<file path="src/design/spq_pkg.sv">
// Shared types and constants for the sorted-insert priority queue.
// Beat structs for both channels, request and status codes, cell command bundle.
// No dependencies.
package spq_pkg;

  localparam int VAL_W     = 32;
  localparam int OCC_W     = 5;
  localparam int DEPTH_DEF = 16;

  localparam logic REQ_STORE    = 1'b0;
  localparam logic REQ_RETRIEVE = 1'b1;

  localparam logic [1:0] ST_OK    = 2'd0;
  localparam logic [1:0] ST_EMPTY = 2'd1;
  localparam logic [1:0] ST_FULL  = 2'd2;

  typedef struct packed {
    logic                    req_type;
    logic signed [VAL_W-1:0] value;
  } in_beat_t;

  typedef struct packed {
    logic signed [VAL_W-1:0] data;
    logic [1:0]              status;
    logic [OCC_W-1:0]        occupancy;
  } out_beat_t;

  // Broadcast to every cell in the row
  typedef struct packed {
    logic                    store;
    logic                    retrieve;
    logic signed [VAL_W-1:0] value;
  } cell_cmd_t;

endpackage

</file>
<file path="src/design/spq_cell.sv">
// One storage cell of the sorted row: holds one entry, compares it to the
// broadcast value and shifts with its neighbors. Depends on spq_pkg.
module spq_cell (
  input  logic                             clk,
  input  spq_pkg::cell_cmd_t               cmd,
  input  logic                             occupied,
  input  logic                             at_tail,
  input  logic                             left_take,
  input  logic signed [spq_pkg::VAL_W-1:0] left_entry,
  input  logic signed [spq_pkg::VAL_W-1:0] right_entry,
  output logic                             take,
  output logic signed [spq_pkg::VAL_W-1:0] entry
);
  import spq_pkg::*;

  logic signed [VAL_W-1:0] entry_r;
  logic signed [VAL_W-1:0] entry_nxt;
  logic                    greater;

  assign greater = occupied && (entry_r > cmd.value);
  // take a new entry when this cell is past the insert point or is the free tail slot
  assign take    = cmd.store && (greater || at_tail);

  always_comb begin
    entry_nxt = entry_r;
    if (take) begin
      // shift right if the left cell also moves, else land the new value here
      entry_nxt = left_take ? left_entry : cmd.value;
    end else if (cmd.retrieve) begin
      entry_nxt = right_entry;
    end
  end

  always_ff @(posedge clk) begin
    entry_r <= entry_nxt;
  end

  assign entry = entry_r;

endmodule

</file>
<file path="src/design/sorted_insert_priority_queue_core.sv">
// Top level of the sorted-insert priority queue (min-priority queue).
// Instantiates the spq_cell row; depends on spq_pkg.
//
//  channel | ports                      | handshake
//  --------+----------------------------+-----------------------------------
//  input   | start, busy, in_data       | beat taken when start && !busy
//  result  | out_valid, out_data        | one-cycle strobe, cannot be held
//
// One request beat per cycle; its result appears in the following cycle.
// The row of cells compares every entry against the new value in parallel
// and shifts in the same cycle, which sets the one-beat-per-cycle rate.
// busy stays low; the result side has no stall.
// Reset (rst_n low, synchronous) clears the entry count and the result strobe;
// cell contents are left as they are and only read below the count.
module sorted_insert_priority_queue_core #(
  parameter int DEPTH = spq_pkg::DEPTH_DEF
) (
  input  logic               clk,
  input  logic               rst_n,
  input  logic               start,
  output logic               busy,
  input  spq_pkg::in_beat_t  in_data,
  output logic               out_valid,
  output spq_pkg::out_beat_t out_data
);
  import spq_pkg::*;

  localparam int CNT_W = $clog2(DEPTH + 1);

  logic [CNT_W-1:0] count_r;
  logic [CNT_W-1:0] count_nxt;
  logic             out_valid_r;
  out_beat_t        out_data_r;
  out_beat_t        out_data_nxt;

  logic      accept;
  logic      full;
  logic      empty;
  logic      do_store;
  logic      do_retrieve;
  cell_cmd_t cmd;

  logic                    take    [DEPTH];
  logic signed [VAL_W-1:0] entries [DEPTH];

  // The row never stalls the sender
  assign busy   = 1'b0;
  assign accept = start && !busy;

  assign full        = (count_r == CNT_W'(DEPTH));
  assign empty       = (count_r == '0);
  // drop a store into a full row, ignore a retrieve from an empty one
  assign do_store    = accept && (in_data.req_type == REQ_STORE) && !full;
  assign do_retrieve = accept && (in_data.req_type == REQ_RETRIEVE) && !empty;

  assign cmd.store    = do_store;
  assign cmd.retrieve = do_retrieve;
  assign cmd.value    = in_data.value;

  // Cell row: cell 0 holds the smallest entry
  for (genvar i = 0; i < DEPTH; i++) begin : g_cell
    logic                    occupied;
    logic                    at_tail;
    logic                    left_take;
    logic signed [VAL_W-1:0] left_entry;
    logic signed [VAL_W-1:0] right_entry;

    assign occupied = (CNT_W'(i) < count_r);
    assign at_tail  = (CNT_W'(i) == count_r);

    if (i == 0) begin : g_head
      assign left_take  = 1'b0;
      assign left_entry = '0;
    end else begin : g_body
      assign left_take  = take[i-1];
      assign left_entry = entries[i-1];
    end

    if (i == DEPTH - 1) begin : g_last
      assign right_entry = entries[i];
    end else begin : g_inner
      assign right_entry = entries[i+1];
    end

    spq_cell u_cell (
      .clk         (clk),
      .cmd         (cmd),
      .occupied    (occupied),
      .at_tail     (at_tail),
      .left_take   (left_take),
      .left_entry  (left_entry),
      .right_entry (right_entry),
      .take        (take[i]),
      .entry       (entries[i])
    );
  end

  // Advance the count
  always_comb begin
    count_nxt = count_r;
    if (do_store) begin
      count_nxt = count_r + CNT_W'(1);
    end else if (do_retrieve) begin
      count_nxt = count_r - CNT_W'(1);
    end
  end

  // Build the result beat
  always_comb begin
    out_data_nxt.data      = '0;
    out_data_nxt.status    = ST_OK;
    out_data_nxt.occupancy = OCC_W'(count_nxt);
    if (in_data.req_type == REQ_RETRIEVE) begin
      if (empty) begin
        out_data_nxt.status = ST_EMPTY;
      end else begin
        out_data_nxt.data = entries[0];
      end
    end else if (full) begin
      out_data_nxt.status = ST_FULL;
    end
  end

  always_ff @(posedge clk) begin
    if (!rst_n) begin
      count_r     <= '0;
      out_valid_r <= 1'b0;
    end else begin
      count_r     <= count_nxt;
      out_valid_r <= accept;
    end
  end

  // Hold the payload; only meaningful under the strobe
  always_ff @(posedge clk) begin
    if (accept) begin
      out_data_r <= out_data_nxt;
    end
  end

  assign out_valid = out_valid_r;
  assign out_data  = out_data_r;

`ifndef SYNTHESIS
  a_count_bound: assert property (@(posedge clk) disable iff (!rst_n)
    count_r <= CNT_W'(DEPTH))
    else $error("entry count beyond depth");

  a_one_result: assert property (@(posedge clk) disable iff (!rst_n)
    accept |=> out_valid)
    else $error("accepted beat gave no result");

  a_full_hold: assert property (@(posedge clk) disable iff (!rst_n)
    (accept && (in_data.req_type == REQ_STORE) && full) |=>
      (count_r == $past(count_r)) && (out_data.status == ST_FULL))
    else $error("store into full row changed state");

  a_empty_flag: assert property (@(posedge clk) disable iff (!rst_n)
    (accept && (in_data.req_type == REQ_RETRIEVE) && empty) |=>
      (out_data.status == ST_EMPTY) && (out_data.data == '0) && (count_r == '0))
    else $error("retrieve from empty row misreported");
`endif

endmodule
</file>
<file path="config.mk">
export PLATFORM = sky130hd
export DESIGN_NAME = sorted_insert_priority_queue_core
export DESIGN_NICKNAME = d
export VERILOG_FILES = /design/src/design/spq_pkg.sv /design/src/design/spq_cell.sv /design/src/design/sorted_insert_priority_queue_core.sv
export SDC_FILE = /design/constraint.sdc
export NUM_CORES = 2
export LEC_CHECK = 0
export BUFFER_PORTS_ARGS = -buffer_cell sky130_fd_sc_hd__buf_2
export CORE_AREA = 2 2 298 300
export CTS_CLUSTER_DIAMETER = 200
export CTS_CLUSTER_SIZE = 28
export DETAILED_ROUTE_END_ITERATION = 6
export DIE_AREA = 0 0 300 302
export PLACE_DENSITY_LB_ADDON = 0.25
export SYNTH_ARGS = -nofsm -noshare
export SYNTH_HDL_FRONTEND = slang
export SYNTH_SLANG_ARGS = --single-unit
</file>
<file path="constraint.sdc">
create_clock -name clk -period 5.9 [get_ports clk]
set_input_delay 0.59 -clock clk [delete_from_list [all_inputs] [get_ports clk]]
set_output_delay 0.59 -clock clk [all_outputs]
set_load 0.02 [all_outputs]
</file>
* Yosys cells after proc, flatten, opt, wreduce, memory -nomap -nowiden *
Cells that the tools add are included.
W data, S select, Z words.

storage, ports and cells
  register bits after elaboration = 557
  bits of input ports = 36
  output and inout port bits = 41
  logic and storage cells = 193

cells by class
  add/subtract/negate cells = 2
  order comparisons = 32
  equal/unequal tests = 16
  mux-type cells = 50
  bitwise gates (word level) = 1
  reductions and logical operators = 71

operators by type and width
  cell                   count
  $mux W32               45
  $gt A32 B32 Y1         16
  $eq A4 B5 Y1 const A   8
  $lt A4 B5 Y1 const A   8
  $logic_and A1 B1 Y1    36
  $reduce_bool A2 Y1     15
  $eq A3 B5 Y1 const A   4
  $lt A3 B5 Y1 const A   4
  $logic_or A1 B1 Y1     16
  $eq A2 B5 Y1 const A   2
  $lt A1 B5 Y1 const A   2
  $lt A2 B5 Y1 const A   2
  $mux W5                2
  $add A5 B1 Y5 const B  1
  $eq A1 B5 Y1 const A   1
  $eq A5 B5 Y1 const B   1
  $logic_not A5 Y1       1
  $sub A5 B1 Y5 const B  1
  $mux W2                2
  $logic_not A1 Y1       2
  $reduce_or A2 Y1       1
  $mux W1                1
  $not A1 Y1             1

* Longest topological paths before layout *
  word-level depth = 6
  depth in mapped cells = 15
  depth with buffers taken out = 10

* Cells and area by module *
A second synthesis with hierarchy kept.

unflattened totals
  cells, all modules = 4239
  area, all modules = 44127.3 µm²

by module, submodules not included
  module                             instances  cells an instance  area each (µm²)  seq. area each (µm²)
  spq_cell                           16         254                2626.3           960.9
  sorted_insert_priority_queue_core  1          175                2107.0           1291.2

* Worst setup path after synthesis *
Ideal clock, no wire load.

  path kind = input-to-reg
  start point = input in_data[30] in the netlist's numbering
  end point = register g_cell[7].u_cell.entry_r[0], enable pin
  setup time = 0.466 ns
  arrival = 5.635 ns
  data required time = 5.434 ns
  setup slack = -0.201 ns
  stages on the path = 13
  path buffers = 4
  path through = clkbuf_1 clkbuf_1 inv_1 ha_1 a21oi_1 nand2_1 a221o_1 a211o_1 o31a_1 and2_1 buf_2 buf_4 o21ai_0

between the ends
  word-level cells in the longest chain between the ends = 5

ends and longest elaborated chain
  what                                 line                                     text
  start: declaration                   sorted_insert_priority_queue_core.sv:22  input spq_pkg::in_beat_t in_data,
  $gt A32 B32 Y1                       spq_cell.sv:20                           assign greater = occupied && (entry_r > cmd.value);
  $logic_and A1 B1 Y1                  spq_cell.sv:20
  $logic_or A1 B1 Y1                   spq_cell.sv:22                           assign take = cmd.store && (greater || at_tail);
  $logic_and A1 B1 Y1                  spq_cell.sv:22
  $reduce_bool A2 Y1 (no source line)  n/a
  end signal: assignment               spq_cell.sv:35                           entry_r <= entry_nxt;
  end: declaration                     spq_cell.sv:16                           logic signed [VAL_W-1:0] entry_r;

No other way between the ends.
A chain may end at the register's enable or synchronous reset.

* Worst setup path after layout *
  start point = register count_r[1]
  end point = register g_cell[14].u_cell.entry_r[25], enable pin

between the ends
  word-level cells in the longest chain between the ends = 5
  elaborated cells on any way between the ends = 12
  those cells by class = 1 x order compare; 2 x eq/ne; 9 x reduce/logical

ends and longest elaborated chain
  what                                                              line                                                                              text
  start: declaration                                                sorted_insert_priority_queue_core.sv:30                                           logic [CNT_W-1:0] count_r;
  start signal: assignment                                          sorted_insert_priority_queue_core.sv:129                                          count_r <= count_nxt;
  $lt A4 B5 Y1 / $eq A5 B5 Y1 (equally long branches)               sorted_insert_priority_queue_core.sv:68, sorted_insert_priority_queue_core.sv:50
  $logic_and A1 B1 Y1 / $logic_not A1 Y1 (equally long branches)    spq_cell.sv:20, sorted_insert_priority_queue_core.sv:53
  $logic_or A1 B1 Y1 / $logic_and A1 B1 Y1 (equally long branches)  spq_cell.sv:22, sorted_insert_priority_queue_core.sv:53
  $logic_and A1 B1 Y1                                               spq_cell.sv:22
  $reduce_bool A2 Y1 (no source line) *                             n/a
  end signal: assignment                                            spq_cell.sv:35
  end: declaration                                                  spq_cell.sv:16

Mark *: on every way between the ends. The rest lies on a longest branch, timed or not.

==> key figures <==
Placement
  – Placement Cell Area: 41700 um2
  – HPWL after DPL: 86.9 mm
  – Buffers on Ports: 75
  – Final GP Congestion: 0.926

Setup path
  – Critical path class: register to register
  – Setup crit end kind: register
  – CP max-delay cell: dfxtp_1
  – Worst-path fanout max: 70
  – CP cell instances: inv_1 > ha_1 > buf_4 > nor2b_1 > nand3b_1 > and3b_2 > buf_4 > a32o_2 > buf_4 > nand2b_1 > buf_12
  – Slowest stage delay, CP: 0.70 ns
  – Worst setup SP type: register
  – CP bufs+invs: 5
  – Cell mode on critical path: buf_4
  – CP arrival: 4.90 ns
  – Top Family by Delay on Critical Path: buffers and inverters
  – Req. time, crit path: 6.20 ns

Power and ir drop
  – Leak: 17.3 nW
  – Worst IR Drop VDD: 0.000360 V
  – Power Dens Cells: 347 nW/um2

Timing
  – Final min period: 4.60 ns
  – Slew Limit Headroom: 0.267
  – Final setup fails: 0
  – Fmax achieved: 217 MHz
  – Sum Neg Setup Slack: 0 ns
  – Final-report hold violation count: 0
  – Slew @ Worst Pin: 1.09 ns
  – Clk_skew: 0.0206 ns
  – Max-slew violation count: 0
  – RSZ-0062 raised after global routing: false
  – Crit share post-route: 0.780

Clocking
  – Setup repair bufs after CTS: 0
  – Post-cts sizing count: 0
  – Clk slew on worst S/H paths: 0.12 ns
  – Htree depth: 1
  – CTS sink count: 557
  – CTS tree: built
  – Hold buffers post-CTS: 0
  – Clk Latency, worst-skew pair: 0.61 ns
  – Max Root-Sink Buffers: 3
  – CTS buffer count: 23
  – CTS root buf: clkbuf_16

Final layout
  – Area Growth Syn to Fin: 6.03%
  – Post-Layout Inst Area: 42400 um2
  – Fill cell count: 8062
  – Register Area: 16700 um2
  – Layout cells sized above 1: 0.103
  – Multi-input logic area: 22100 um2
  – Most frequent cells in the layout: 551 x edfxtp_1, 517 x ha_1, 473 x a21oi_1, 353 x mux2i_1
  – Final Core Density: 0.484
  – Commonest non-fill, non-tap cell in the layout: edfxtp_1
  – # nets final: 4274

Synth
  – Sequential area share after synthesis: 0.417
  – Post-synth EDFFs: 551
  – Mean Syn Cell Area: 10.6 um2
  – Yosys cell types: 83
  – Synthesized cell area: 40000 um2
  – #FFs+latches synth: 557
  – Mapped Cells: 3764
  – Yosys warns: 0
  – Async set or reset register ratio after synthesis: 0
  – Syn Nets: 4317
  – Ys flop type: edfxtp_1

Drt
  – Iteration-0 DRC Markers: 2272
  – Post-Route WL: 112 mm
  – WL/cell: 22.9 um
  – Detailed Routing Iterations Pass 1: 5
  – # DRC: 0
  – Vias after detailed routing: 29700
  – Routed Antenna Nets: 0
  – DR vias/cell: 6.05

Global routing
  – First-pass GRT wire length: 174 mm
  – Overflow after GRT: 0
  – Total GRT Usage: 0.243
  – Largest net degree at the start of global routing: 71
  – Vias in the first global route: 29000
  – Number of antenna violations at the first check in global routing: 3

Floorplan
  – Core Region: 87600 um2
  – IO Pins: 77
  – DIE WIDTH: 300 um
  – Placement Rows: 109
  – Die Y: 302 um
  – Initial Util: 0.456
  – Die area: 90600 um2

Job
  – Max Cap Viol: 0

Run status
  – Outcome: finished, final reports clean

Hold path
  – Hold/Removal Path Class: input port to register
flip-flops by register name (all words and copies together), names as in the netlist:
name	cells
g_cell.u_cell.entry	512
out_valid	1
count_r	5
out_data	39
cells in the mapped netlist (8+ instances only):
library cell | instances | area (um2)
a22o_1 | 32 | 280
and2_1 | 16 | 100
nand2_1 | 262 | 983
buf_1 | 8 | 30.0
ha_1 | 517 | 6470
o211ai_1 | 59 | 443
a31oi_1 | 45 | 282
a21o_1 | 58 | 435
or3_1 | 9 | 56.3
nor2_1 | 267 | 1000
mux2_4 | 18 | 270
a221oi_1 | 14 | 123
o2111ai_1 | 34 | 298
nand4_1 | 104 | 651
edfxtp_1 | 551 | 16500
nor2b_1 | 25 | 156
mux2_2 | 112 | 1260
buf_2 | 66 | 330
nand3_1 | 70 | 350
and4_1 | 11 | 96.3
nor4_1 | 25 | 156
o21ai_0 | 160 | 801
inv_1 | 72 | 270
mux2i_1 | 353 | 3530
buf_6 | 8 | 90.1
clkbuf_1 | 153 | 574
mux2_1 | 27 | 304
a21oi_1 | 474 | 2370
nand2b_1 | 11 | 68.8
and3_1 | 36 | 225
nor3_1 | 21 | 105
buf_4 | 13 | 97.6
o21ai_1 | 13 | 65.1
through the flow:
stage	hold WS [ns]	total power, mW	worst slack, ns	std cells
after detailed placement	0.547	12.7	0.788	4861
after floorplan	0.522	10.7	0.184	3764
after global placement	0.535	12.6	0.857	4861
final	0.368	14.7	1.30	4906
after global routing	0.341	15.6	1.20	4904
after CTS	0.315	14.7	1.44	4902
layer usage:
layer	share of wire	GRT usage	vias up
met5	0	0	-
met4	0.035	0.0823	0
met3	0.049	0.0217	165
met2	0.47	0.413	903
met1	0.45	0.326	14200
li1	-	-	14300
report_power, final:
part / total [mW] / internal (mW) / switching [mW]
clock network: 2.06 / 0.753 / 1.31
logic: 6.26 / 2.38 / 3.88
registers: 6.39 / 5.64 / 0.749
cell families after synthesis:
| kind of cell | share of synthesized area |
|---|---|
| other | 0.0000938 |
| flip-flops | 0.417 |
| buffers and inverters | 0.0349 |
| AO/OA/AOI/OAI | 0.146 |
| adder cells (fa/ha/maj) | 0.162 |
| multiplexers | 0.134 |
| XOR/XNOR | 0.00153 |
| AND/OR/NAND/NOR | 0.104 |
worst register-to-register path, cell delays in order (launching register included):
cell	delay [ns]
dfxtp_1	0.70
inv_1	0.34
ha_1	0.27
buf_4	0.17
nor2b_1	0.23
nand3b_1	0.29
and3b_2	0.40
buf_4	0.66
a32o_2	0.34
buf_4	0.39
nand2b_1	0.22
buf_12	0.27
final cells by class:
class,instances,area share
sequential,557,0.393
multi-input combinational,2887,0.521
antenna,4,0.000236
tap,1165,0.0344
timing repair buffer,180,0.0292
clock buffer,40,0.0151
inverter,72,0.00638
clock inverter,1,0.000118
worst paths after layout:
path / start / end / slack [ns] / cells after the start
setup reg to reg: count_r[1] / g_cell[14].u_cell.entry[25] / 1.30 / 11
hold reg to reg: g_cell[7].u_cell.entry[0] / g_cell[6].u_cell.entry[0] / 0.58 / 2
setup / recovery: count_r[1] / g_cell[14].u_cell.entry[25] / 1.30 / 11
hold / removal: rst_n / count_r[1] / 0.37 / 2
(Power assumes the default switching activity.)
